==> src/rtl/gops_pkg.sv <==
`default_nettype none
package gops_pkg;

  localparam int unsigned DivNumW = 24;
  localparam int unsigned DivDenW = 16;

  localparam logic [17:0] SynthMax    = 18'd262080;
  localparam logic [15:0] PeriodReset = 16'd12800;
  localparam logic [17:0] PeriodMin   = 18'd1280;
  localparam logic [17:0] PeriodMax   = 18'd51200;
  localparam logic [10:0] RatioOne    = 11'd256;
  localparam logic [10:0] RatioMax    = 11'd1024;
  localparam logic [19:0] AccMax      = 20'sd524287;
  localparam logic [19:0] AccMin      = 20'h80000;
  // ceil(2^18 / 5), exact quotient for numerators below 2^18
  localparam logic [15:0] RecipFive   = 16'd52429;

  typedef struct packed {
    logic               start;
    logic [DivNumW-1:0] num;
    logic [DivDenW-1:0] den;
  } div_req_t;

  typedef struct packed {
    logic               done;
    logic [DivNumW-1:0] quot;
    logic [DivDenW-1:0] rem;
  } div_rsp_t;

endpackage
`default_nettype wire

==> src/rtl/gops_div.sv <==
`default_nettype none
module gops_div (
  input  wire logic              clk_i,
  input  wire logic              rst_ni,
  input  wire gops_pkg::div_req_t req_i,
  output gops_pkg::div_rsp_t     rsp_o
);

  localparam int unsigned NW = gops_pkg::DivNumW;
  localparam int unsigned DW = gops_pkg::DivDenW;
  localparam int unsigned CW = $clog2(NW + 1);

  logic          busy_q, busy_d;
  logic          done_q, done_d;
  logic [CW-1:0] cnt_q, cnt_d;
  logic [NW-1:0] num_q, num_d;
  logic [DW-1:0] den_q, den_d;
  logic [DW-1:0] rem_q, rem_d;
  logic [DW:0]   trial;

  always_comb begin
    busy_d = busy_q;
    done_d = 1'b0;
    cnt_d  = cnt_q;
    num_d  = num_q;
    den_d  = den_q;
    rem_d  = rem_q;
    trial  = {rem_q, num_q[NW-1]};
    if (req_i.start) begin
      busy_d = 1'b1;
      cnt_d  = CW'(NW);
      num_d  = req_i.num;
      den_d  = req_i.den;
      rem_d  = '0;
    end else if (busy_q) begin
      if (trial >= {1'b0, den_q}) begin
        rem_d = DW'(trial - {1'b0, den_q});
        num_d = {num_q[NW-2:0], 1'b1};
      end else begin
        rem_d = trial[DW-1:0];
        num_d = {num_q[NW-2:0], 1'b0};
      end
      cnt_d = cnt_q - CW'(1);
      if (cnt_q == CW'(1)) begin
        busy_d = 1'b0;
        done_d = 1'b1;
      end
    end
  end

  always_ff @(posedge clk_i or negedge rst_ni) begin
    if (!rst_ni) begin
      busy_q <= 1'b0;
      done_q <= 1'b0;
      cnt_q  <= '0;
    end else begin
      busy_q <= busy_d;
      done_q <= done_d;
      cnt_q  <= cnt_d;
    end
  end

  always_ff @(posedge clk_i) begin
    num_q <= num_d;
    den_q <= den_d;
    rem_q <= rem_d;
  end

  assign rsp_o.done = done_q;
  assign rsp_o.quot = num_q;
  assign rsp_o.rem  = rem_q;

  a_done_after_busy: assert property (@(posedge clk_i) disable iff (!rst_ni)
    done_q |-> $past(busy_q)) else $error("divider done without run");
  a_no_start_busy: assert property (@(posedge clk_i) disable iff (!rst_ni)
    req_i.start |=> busy_q) else $error("divider not running after start");
  a_done_idle: assert property (@(posedge clk_i) disable iff (!rst_ni)
    done_q |-> !busy_q) else $error("divider done while running");

endmodule
`default_nettype wire

==> config.mk <==
export PLATFORM = sky130hd
export DESIGN_NAME = gops_div
export DESIGN_NICKNAME = d
export VERILOG_FILES = /design/src/rtl/gops_pkg.sv /design/src/rtl/gops_div.sv
export SDC_FILE = /design/constraint.sdc
export NUM_CORES = 1
export LEC_CHECK = 0
export BUFFER_PORTS_ARGS = -buffer_cell sky130_fd_sc_hd__buf_2
export CAP_MARGIN = 20
export CORE_UTILIZATION = 45
export CTS_CLUSTER_SIZE = 30
export DETAILED_ROUTE_END_ITERATION = 10
export HOLD_SLACK_MARGIN = 0.05
export PLACE_DENSITY_LB_ADDON = 0.08
export SETUP_SLACK_MARGIN = 0.15
export SYNTH_ARGS = -nofsm -noshare
export SYNTH_HDL_FRONTEND = slang
export SYNTH_SLANG_ARGS = --single-unit
==> constraint.sdc <==
create_clock -name clk_i -period 5.3 [get_ports clk_i]
set_input_delay 1.06 -clock clk_i [delete_from_list [all_inputs] [get_ports clk_i]]
set_output_delay 1.06 -clock clk_i [all_outputs]
set_load 0.02 [all_outputs]
==> impl_results.md, run 1 <==
- GPL Wtd Cong: between 0.8 and 0.9
- Core Rows: 32
- Initial Utilization: 46.62%
- Pre-CTS setup slack: roughly 2.7 ns
- Synth top area share: about a third
- Postcts setup bufs: 0
- Startpoint Class: flip-flop
- Setup TNS: 0 ns
- Ys flop type: edfxtp_1
- Leak Pwr: between 1.5 and 2 nW
- First-pass GRT wire length: 13390 µm
- Gr usage total: 20.86%
- FMAX: roughly 380 MHz
- Synth Register Bits: between 60 and 70
- Core area: between 0.007 and 0.008 mm²
- Setup ws final: roughly 2.7 ns
- Max stage delay cell, worst path: dfxtp_1
- Final net count: between 400 and 500
- Number of port buffers: just over 80
- Final setup fails: 0
- Worst-path clk slew: roughly 0.070 ns
- DRC: 0
- Synth async-reset ratio: ~11%
- Final wirelength: between 8000 and 9000 µm
- Largest net degree at the start of global routing: 57
- Vias in the first global route: around 2700
- CP top delay family: compound AO/OA/AOI/OAI gates
- Yosys cell types: 63
- Util after Layout: between 50% and 60%
- Worst Path Max Fanout: 9
- Root Buffer: clkbuf_8
- Seq/Total Area, Yosys: a little under half
- PwrDens: 459.8 mW/mm²
- Total number of vias: between 2000 and 3000
- CP endpoint kind: flip-flop
- PostCTS Resize Cnt: 0
- DP Wirelength: just under 6000 µm
- GR Overflow Total: 0
- CP required: 5.55 ns
- Worst-skew pair later-pin latency: 0.35 ns
- Synthesized area: 0.003602 mm²
- Cells after synthesis: 330
- Setup CP Type: reg -> reg
- Worst-Margin Slew: 0.9174 ns
- Max Buffers Root-to-Sink: 2
- Die area: 0.008367 mm²
- Max-slew headroom: about two fifths
- Hold crit path type: reg -> reg
- TritonRoute pass-1 iters: 4
- Floorplan die width: 91.47 µm
- H-tree Lvls: 3
- Initial DRC Count: approximately 130
- CP arrival: roughly 2.9 ns
- Cell type with the highest aggregate area in the netlist: edfxtp_1
- Status: complete, no violations
- Count of hold-fix buffers inserted at cts: 0
- Yosys warns: 0
- CTS buffer count: 9
- Final slew viol count: 0
- Crit path time final: approximately 2.6 ns
- Via density: 5.545
- Ant. Diodes: 0
- Area Overhead vs Synth: 19.59%
- Mapped Nets: just under 400
- Top cells by area, synth: edfxtp_1 33%, dfxtp_1 8.9%, mux2_2 7.2%
- EDFF count, synth: 40
- # clock sinks: 63
- IO Count: 84
- Synthesized area per cell: 10.92 µm²
- Initial antenna violation count: 0
- Final ANT Viol Nets: 0
- CP cell instances: ha_1 > a21o_1 > a31o_4 > o2111ai_4 > a31oi_1 > buf_4 > o221a_1 > a2111oi_2
- Max-Cap Viols: 0
- Share of cells above drive strength 1: between 30 and 40%
- RSZ-0062 raised after global routing: no
- Die Y: 91.47 µm
- Max rail drop VDD: about 0.19 mV
- Fillers: between 600 and 700
- CTS tree: done
- Clock skew: around 0.011 ns
- Slowest Stage Delay on Critical Path: between 0.4 and 0.5 ns
- Drt wl/cell: between 15 and 20 µm
- Hold Fails Final Rpt: 0
- Period utilization: approximately half
- WP buf/inv: 1
sequential cells by signal (all words and copies together) (netlist names):
name    flops
num_q      24
busy_q      1
rem_q      16
cnt_q       5
den_q      16
done_q      1
tightest hold or removal path: cells and delay by family, from the launching register on:
kind,cells,cell delay (ns)
DFF,1,0.34
and+or+nand+nor,2,0.11
layout by cell type (no fill, tap or decap), drive strengths merged, types with 3 or more instances in the layout:
cell type and count:
a211oi 4, a21o 5, a21oi 19, a311oi 5, a31oi 5, and2 3, buf 85, bufinv 3
clkbuf 10, dfrtp 7, dfxtp 16, edfxtp 40, ha 18, inv 23, mux2 23, nand2 17
nand2b 4, nand3 8, nand4 9, nor2 29, nor3 4, nor4 3, o2111ai 4, o211ai 7
o21a 3, o21ai 16, xnor2 8, xor2 5
where the power goes:
group / total, W / switching (W) / internal, W
clock network: 0.000539 / 0.000211 / 0.000329
logic: 0.000757 / 0.000459 / 0.000298
registers: 0.000685 / 0.0000759 / 0.000609
path summary, 6_finish.rpt:
kind | from | endpoint | slack [ns] | cells past startpoint
setup / recovery | rem_q[3] | rem_q[4] | 2.66 | 8
hold / removal | rem_q[12] | rem_q[12] | 0.51 | 2
setup reg to reg | rem_q[3] | rem_q[4] | 2.66 | 8
hold reg to reg | rem_q[12] | rem_q[12] | 0.51 | 2
max in group asynchronous | rst_ni | cnt_q[4] | 4.62 | 1
min in group asynchronous | rst_ni | done_q | 0.52 | 1
cell usage after synthesis (4+ instances only):
cell type	instances
a21o_1	5
a21oi_1	18
a31oi_1	5
buf_1	4
buf_2	7
clkbuf_1	4
dfrtp_1	7
dfxtp_1	16
edfxtp_1	40
ha_1	18
inv_1	22
mux2_2	23
nand2_1	16
nand2b_1	4
nand3_1	7
nand4_1	8
nor2_1	27
o211ai_1	7
o21ai_0	12
xnor2_1	8
xor2_1	5
metrics by stage:
stage          power, W  instance area, µm²  instances  hold slack [ns]
5_1_grt        0.002083                4308        514           0.5248
3_3_place_gp   0.001441                4054        498           0.4933
3_5_place_dp   0.001447                4054        498           0.5014
4_1_cts        0.001992                4308        514           0.5088
2_1_floorplan  0.001251                3602        330           0.4854
6_report       0.001981                4308        514           0.5074
final cells by class:
class                           count  area (µm²)  share of cell area [%]
Multi-Input combinational cell    226        1717                   39.85
Sequential cell                    63        1697                   39.38
Timing Repair Buffer               85       430.4                   9.991
Clock buffer                       10       137.6                   3.195
Tap cell                          102       127.6                   2.963
Clock inverter                      6       116.4                   2.701
Inverter                           22       82.58                   1.917
cell families after synthesis:
group	after synthesis	synth area share, %
AOI/OAI and AO/OA	85	17.89
buffers and inverters	41	5.244
DFF	63	47.10
xor gates and xnor gates	13	3.161
and+or+nand+nor	86	12.61
muxes	23	7.190
adders and majority gates	19	6.808
metal layers:
metal  vias to the layer above  wire length, µm  GRT usage, %
li1                       1391                -             -
met1                      1377             4028         27.66
met2                        73             3946         33.02
met3                         9              363         5.695
met4                         0              133         6.614
met5                         -                0             0
Note: power is estimated with default switching activity, not from simulation.
==> inputs of run 2 (changes only) <==
==> constraint.sdc (replaced) <==
create_clock -name clk_i -period 2.4 [get_ports clk_i]
set_input_delay 0.48 -clock clk_i [delete_from_list [all_inputs] [get_ports clk_i]]
set_output_delay 0.48 -clock clk_i [all_outputs]
set_load 0.02 [all_outputs]
==> run 2 against run 1 <==
Compared with the run above:
- sequential share of layout area shrank 3.7 points
- critical path depth grew 1
- clock skew shrank 0.0036 ns
- setup slack lost 2.5 ns
- flip-flop and latch count is the same
- fmax grew 19%
- core utilization grew 6.0 points
- final cell count grew 5.8%
- die area is the same
==> impl_results.md, run 2 (synthesis gave the netlist of run 1 again) <==
- Status: complete, no violations
- Max stage delay cell, worst path: edfxtp_1
- Crit path time final: 2.213 ns (-0.4292 ns)
- Max Buffers Root-to-Sink: 2 (unchanged)
- Comb pwr share: 43.6% (+5.4 points)
- Largest net degree at the start of global routing: 25 (-56%)
- DRC: 0 (unchanged)
- CTS buffer count: 9 (unchanged)
- Max reg flops: 24 (unchanged)
- Top reg by flops: num_q
- Top flop regs: num_q (24), den_q (16), rem_q (16)
- Leak Pwr: 2.040 nW (+10%)
- IO Count: 84 (unchanged)
- Sw frac: 37.55% (-0.082 points)
- Most frequent cells in the layout: 83 x buf_2, 40 x edfxtp_1, 27 x nor2_1, 27 x buf_4, 23 x mux2_2
- Period utilization: 92.22% (+42 points)
- Initial DRC Count: 142 (+11%)
- Core area: 0.007727 mm² (unchanged)
- Ant. Diodes: 0 (unchanged)
- Final slew viol count: 0 (unchanged)
- Gr usage total: 21.76% (+0.90 points)
- Initial Utilization: 46.62% (unchanged)
- Util after Layout: 61.74% (+6.0 points)
- Hold Fails Final Rpt: 0 (unchanged)
- Share of cells above drive strength 1: 45.02% (+11 points)
- H-tree Lvls: 3 (unchanged)
- Clock group share of total power: 24.4% (-2.8 points)
- RSZ-0062 raised after global routing: yes
- TritonRoute pass-1 iters: 4 (unchanged)
- First-pass GRT wire length: 14160 µm (+5.8%)
- DP Wirelength: 6483 µm (+9.9%)
- Max-Cap Viols: 0 (unchanged)
- Worst-Margin Slew: 0.5225 ns (-0.3949 ns)
- CP endpoint kind: flip-flop
- Placed inst area: 0.004218 mm² (+4.0%)
- Worst Path Max Fanout: 6 (-3)
- Vias in the first global route: 2888 (+8.2%)
- Initial antenna violation count: 0 (unchanged)
- Worst-path clk slew: 0.08 ns (about the same)
- Die area: 0.008367 mm² (unchanged)
- Max-slew headroom: 65.17% (+26 points)
- Setup TNS: 0 ns (unchanged)
- Drt wl/cell: 16.42 µm (-0.35%)
- # clock sinks: 63 (unchanged)
- Worst-skew pair later-pin latency: 0.34 ns (about the same)
- CP required: 2.64 ns (-2.91 ns)
- Die Y: 91.47 µm (unchanged)
- PwrDens: 992.6 mW/mm² (+120%)
- Total number of vias: 2998 (+5.2%)
- Max rail drop VDD: 0.5388 mV (+190%)
- CTS tree: done
- Final instance area: 0.004771 mm² (+11%)
- Floorplan die width: 91.47 µm (unchanged)
- Final wirelength: 8935 µm (+5.5%)
- Core Rows: 32 (unchanged)
- Clock skew: 0.007049 ns (-0.003618 ns)
- NetSw: 0.001778 W (+140%)
- GPL Wtd Cong: 0.9526 (+14%)
- CP arrival: 2.45 ns (-0.44 ns)
- Area Overhead vs Synth: 32.44%
- Final setup fails: 0 (unchanged)
- Final ANT Viol Nets: 0 (unchanged)
- Hold crit path type: in -> reg
- Commonest non-fill, non-tap cell in the layout: buf_2
- Root Buffer: clkbuf_8
- GR Overflow Total: 0 (unchanged)
- Number of port buffers: 83 (unchanged)
- CP cell instances: inv_1 > ha_1 > nor2b_4 > o2111a_2 > o2111ai_4 > a31oi_4 > buf_6 > o221a_4 > a2111oi_4
- Slowest Stage Delay on Critical Path: 0.40 ns (-0.04 ns)
- Int Pwr: 0.002958 W (+140%)
- Setup CP Type: reg -> reg
- FMAX: 451.8 MHz (+19%)
- Final net count: 499 (+6.4%)
- Startpoint Class: flip-flop
- Via density: 5.511 (-0.61%)
- Sequential power share: 32.1% (-2.5 points)
## run 2: metrics by stage
stage               worst slack, ns  power, W  hold slack [ns]  std cells
finish                       0.1867  0.004736           0.3131        544
global route                 0.1076  0.005000           0.2972        544
CTS                          0.1208  0.004522           0.2985        536
detailed placement          0.08448  0.003337           0.3258        518
global placement             0.1437  0.003333           0.3203        518
floorplan                    0.2214  0.002764           0.1844        330
## run 2: power groups by stage
stage	Sequential, W	Combinational [W]	Clock, W
3_5_place_dp	0.00152	0.00182	0
6_report	0.00152	0.00206	0.00115
5_1_grt	0.00154	0.00223	0.00122
2_1_floorplan	0.00167	0.00109	0
3_3_place_gp	0.00152	0.00182	0
4_1_cts	0.00150	0.00185	0.00118
## run 2: final timing paths
path                       cells after the start  slack (ns)      from       end
max                                            9        0.19  den_q[1]  rem_q[4]
min                                            1        0.31  req_i[2]  den_q[2]
max reg2reg                                    9        0.19  den_q[1]  rem_q[4]
min reg2reg                                    2        0.52  rem_q[3]  rem_q[3]
max in group asynchronous                      2        1.73    rst_ni  cnt_q[2]
min in group asynchronous                      2        0.50    rst_ni  cnt_q[1]
## run 2: area by class of cell
cell class | instances | area [µm²]
clock buffers | 10 | 137.6
well taps | 102 | 127.6
fillers | 654 | 2957
repair buffers | 115 | 690.7
multi-input cells | 226 | 1916
clock inverters | 6 | 116.4
inverters | 22 | 82.58
flip-flops and latches | 63 | 1700
## run 2: layer usage
metal	track usage (%)	up-vias	wire length, µm
li1	-	1452	-
met4	7.407	0	143
met2	36.59	85	4370
met5	0	-	0
met3	4.271	12	424
met1	27.86	1449	3996
## run 2: worst max-delay path, delay by kind of cell (launching register included)
kind | cells | cell delay [ns]
AOI/OAI and AO/OA | 5 | 1.13
adders and majority gates | 1 | 0.23
buffers and inverters | 2 | 0.22
DFF | 1 | 0.40
and+or+nand+nor | 1 | 0.14
## run 2: repair_timing
item / in CTS / in global routing
buffers inserted: 1 / 8
endpoints found under the setup margin: 9 / 17
hold endpoints to repair: 7 / 0
pin swaps: 0 / 12
hold buffers: 1 / 0
resized for setup: 4 / 37
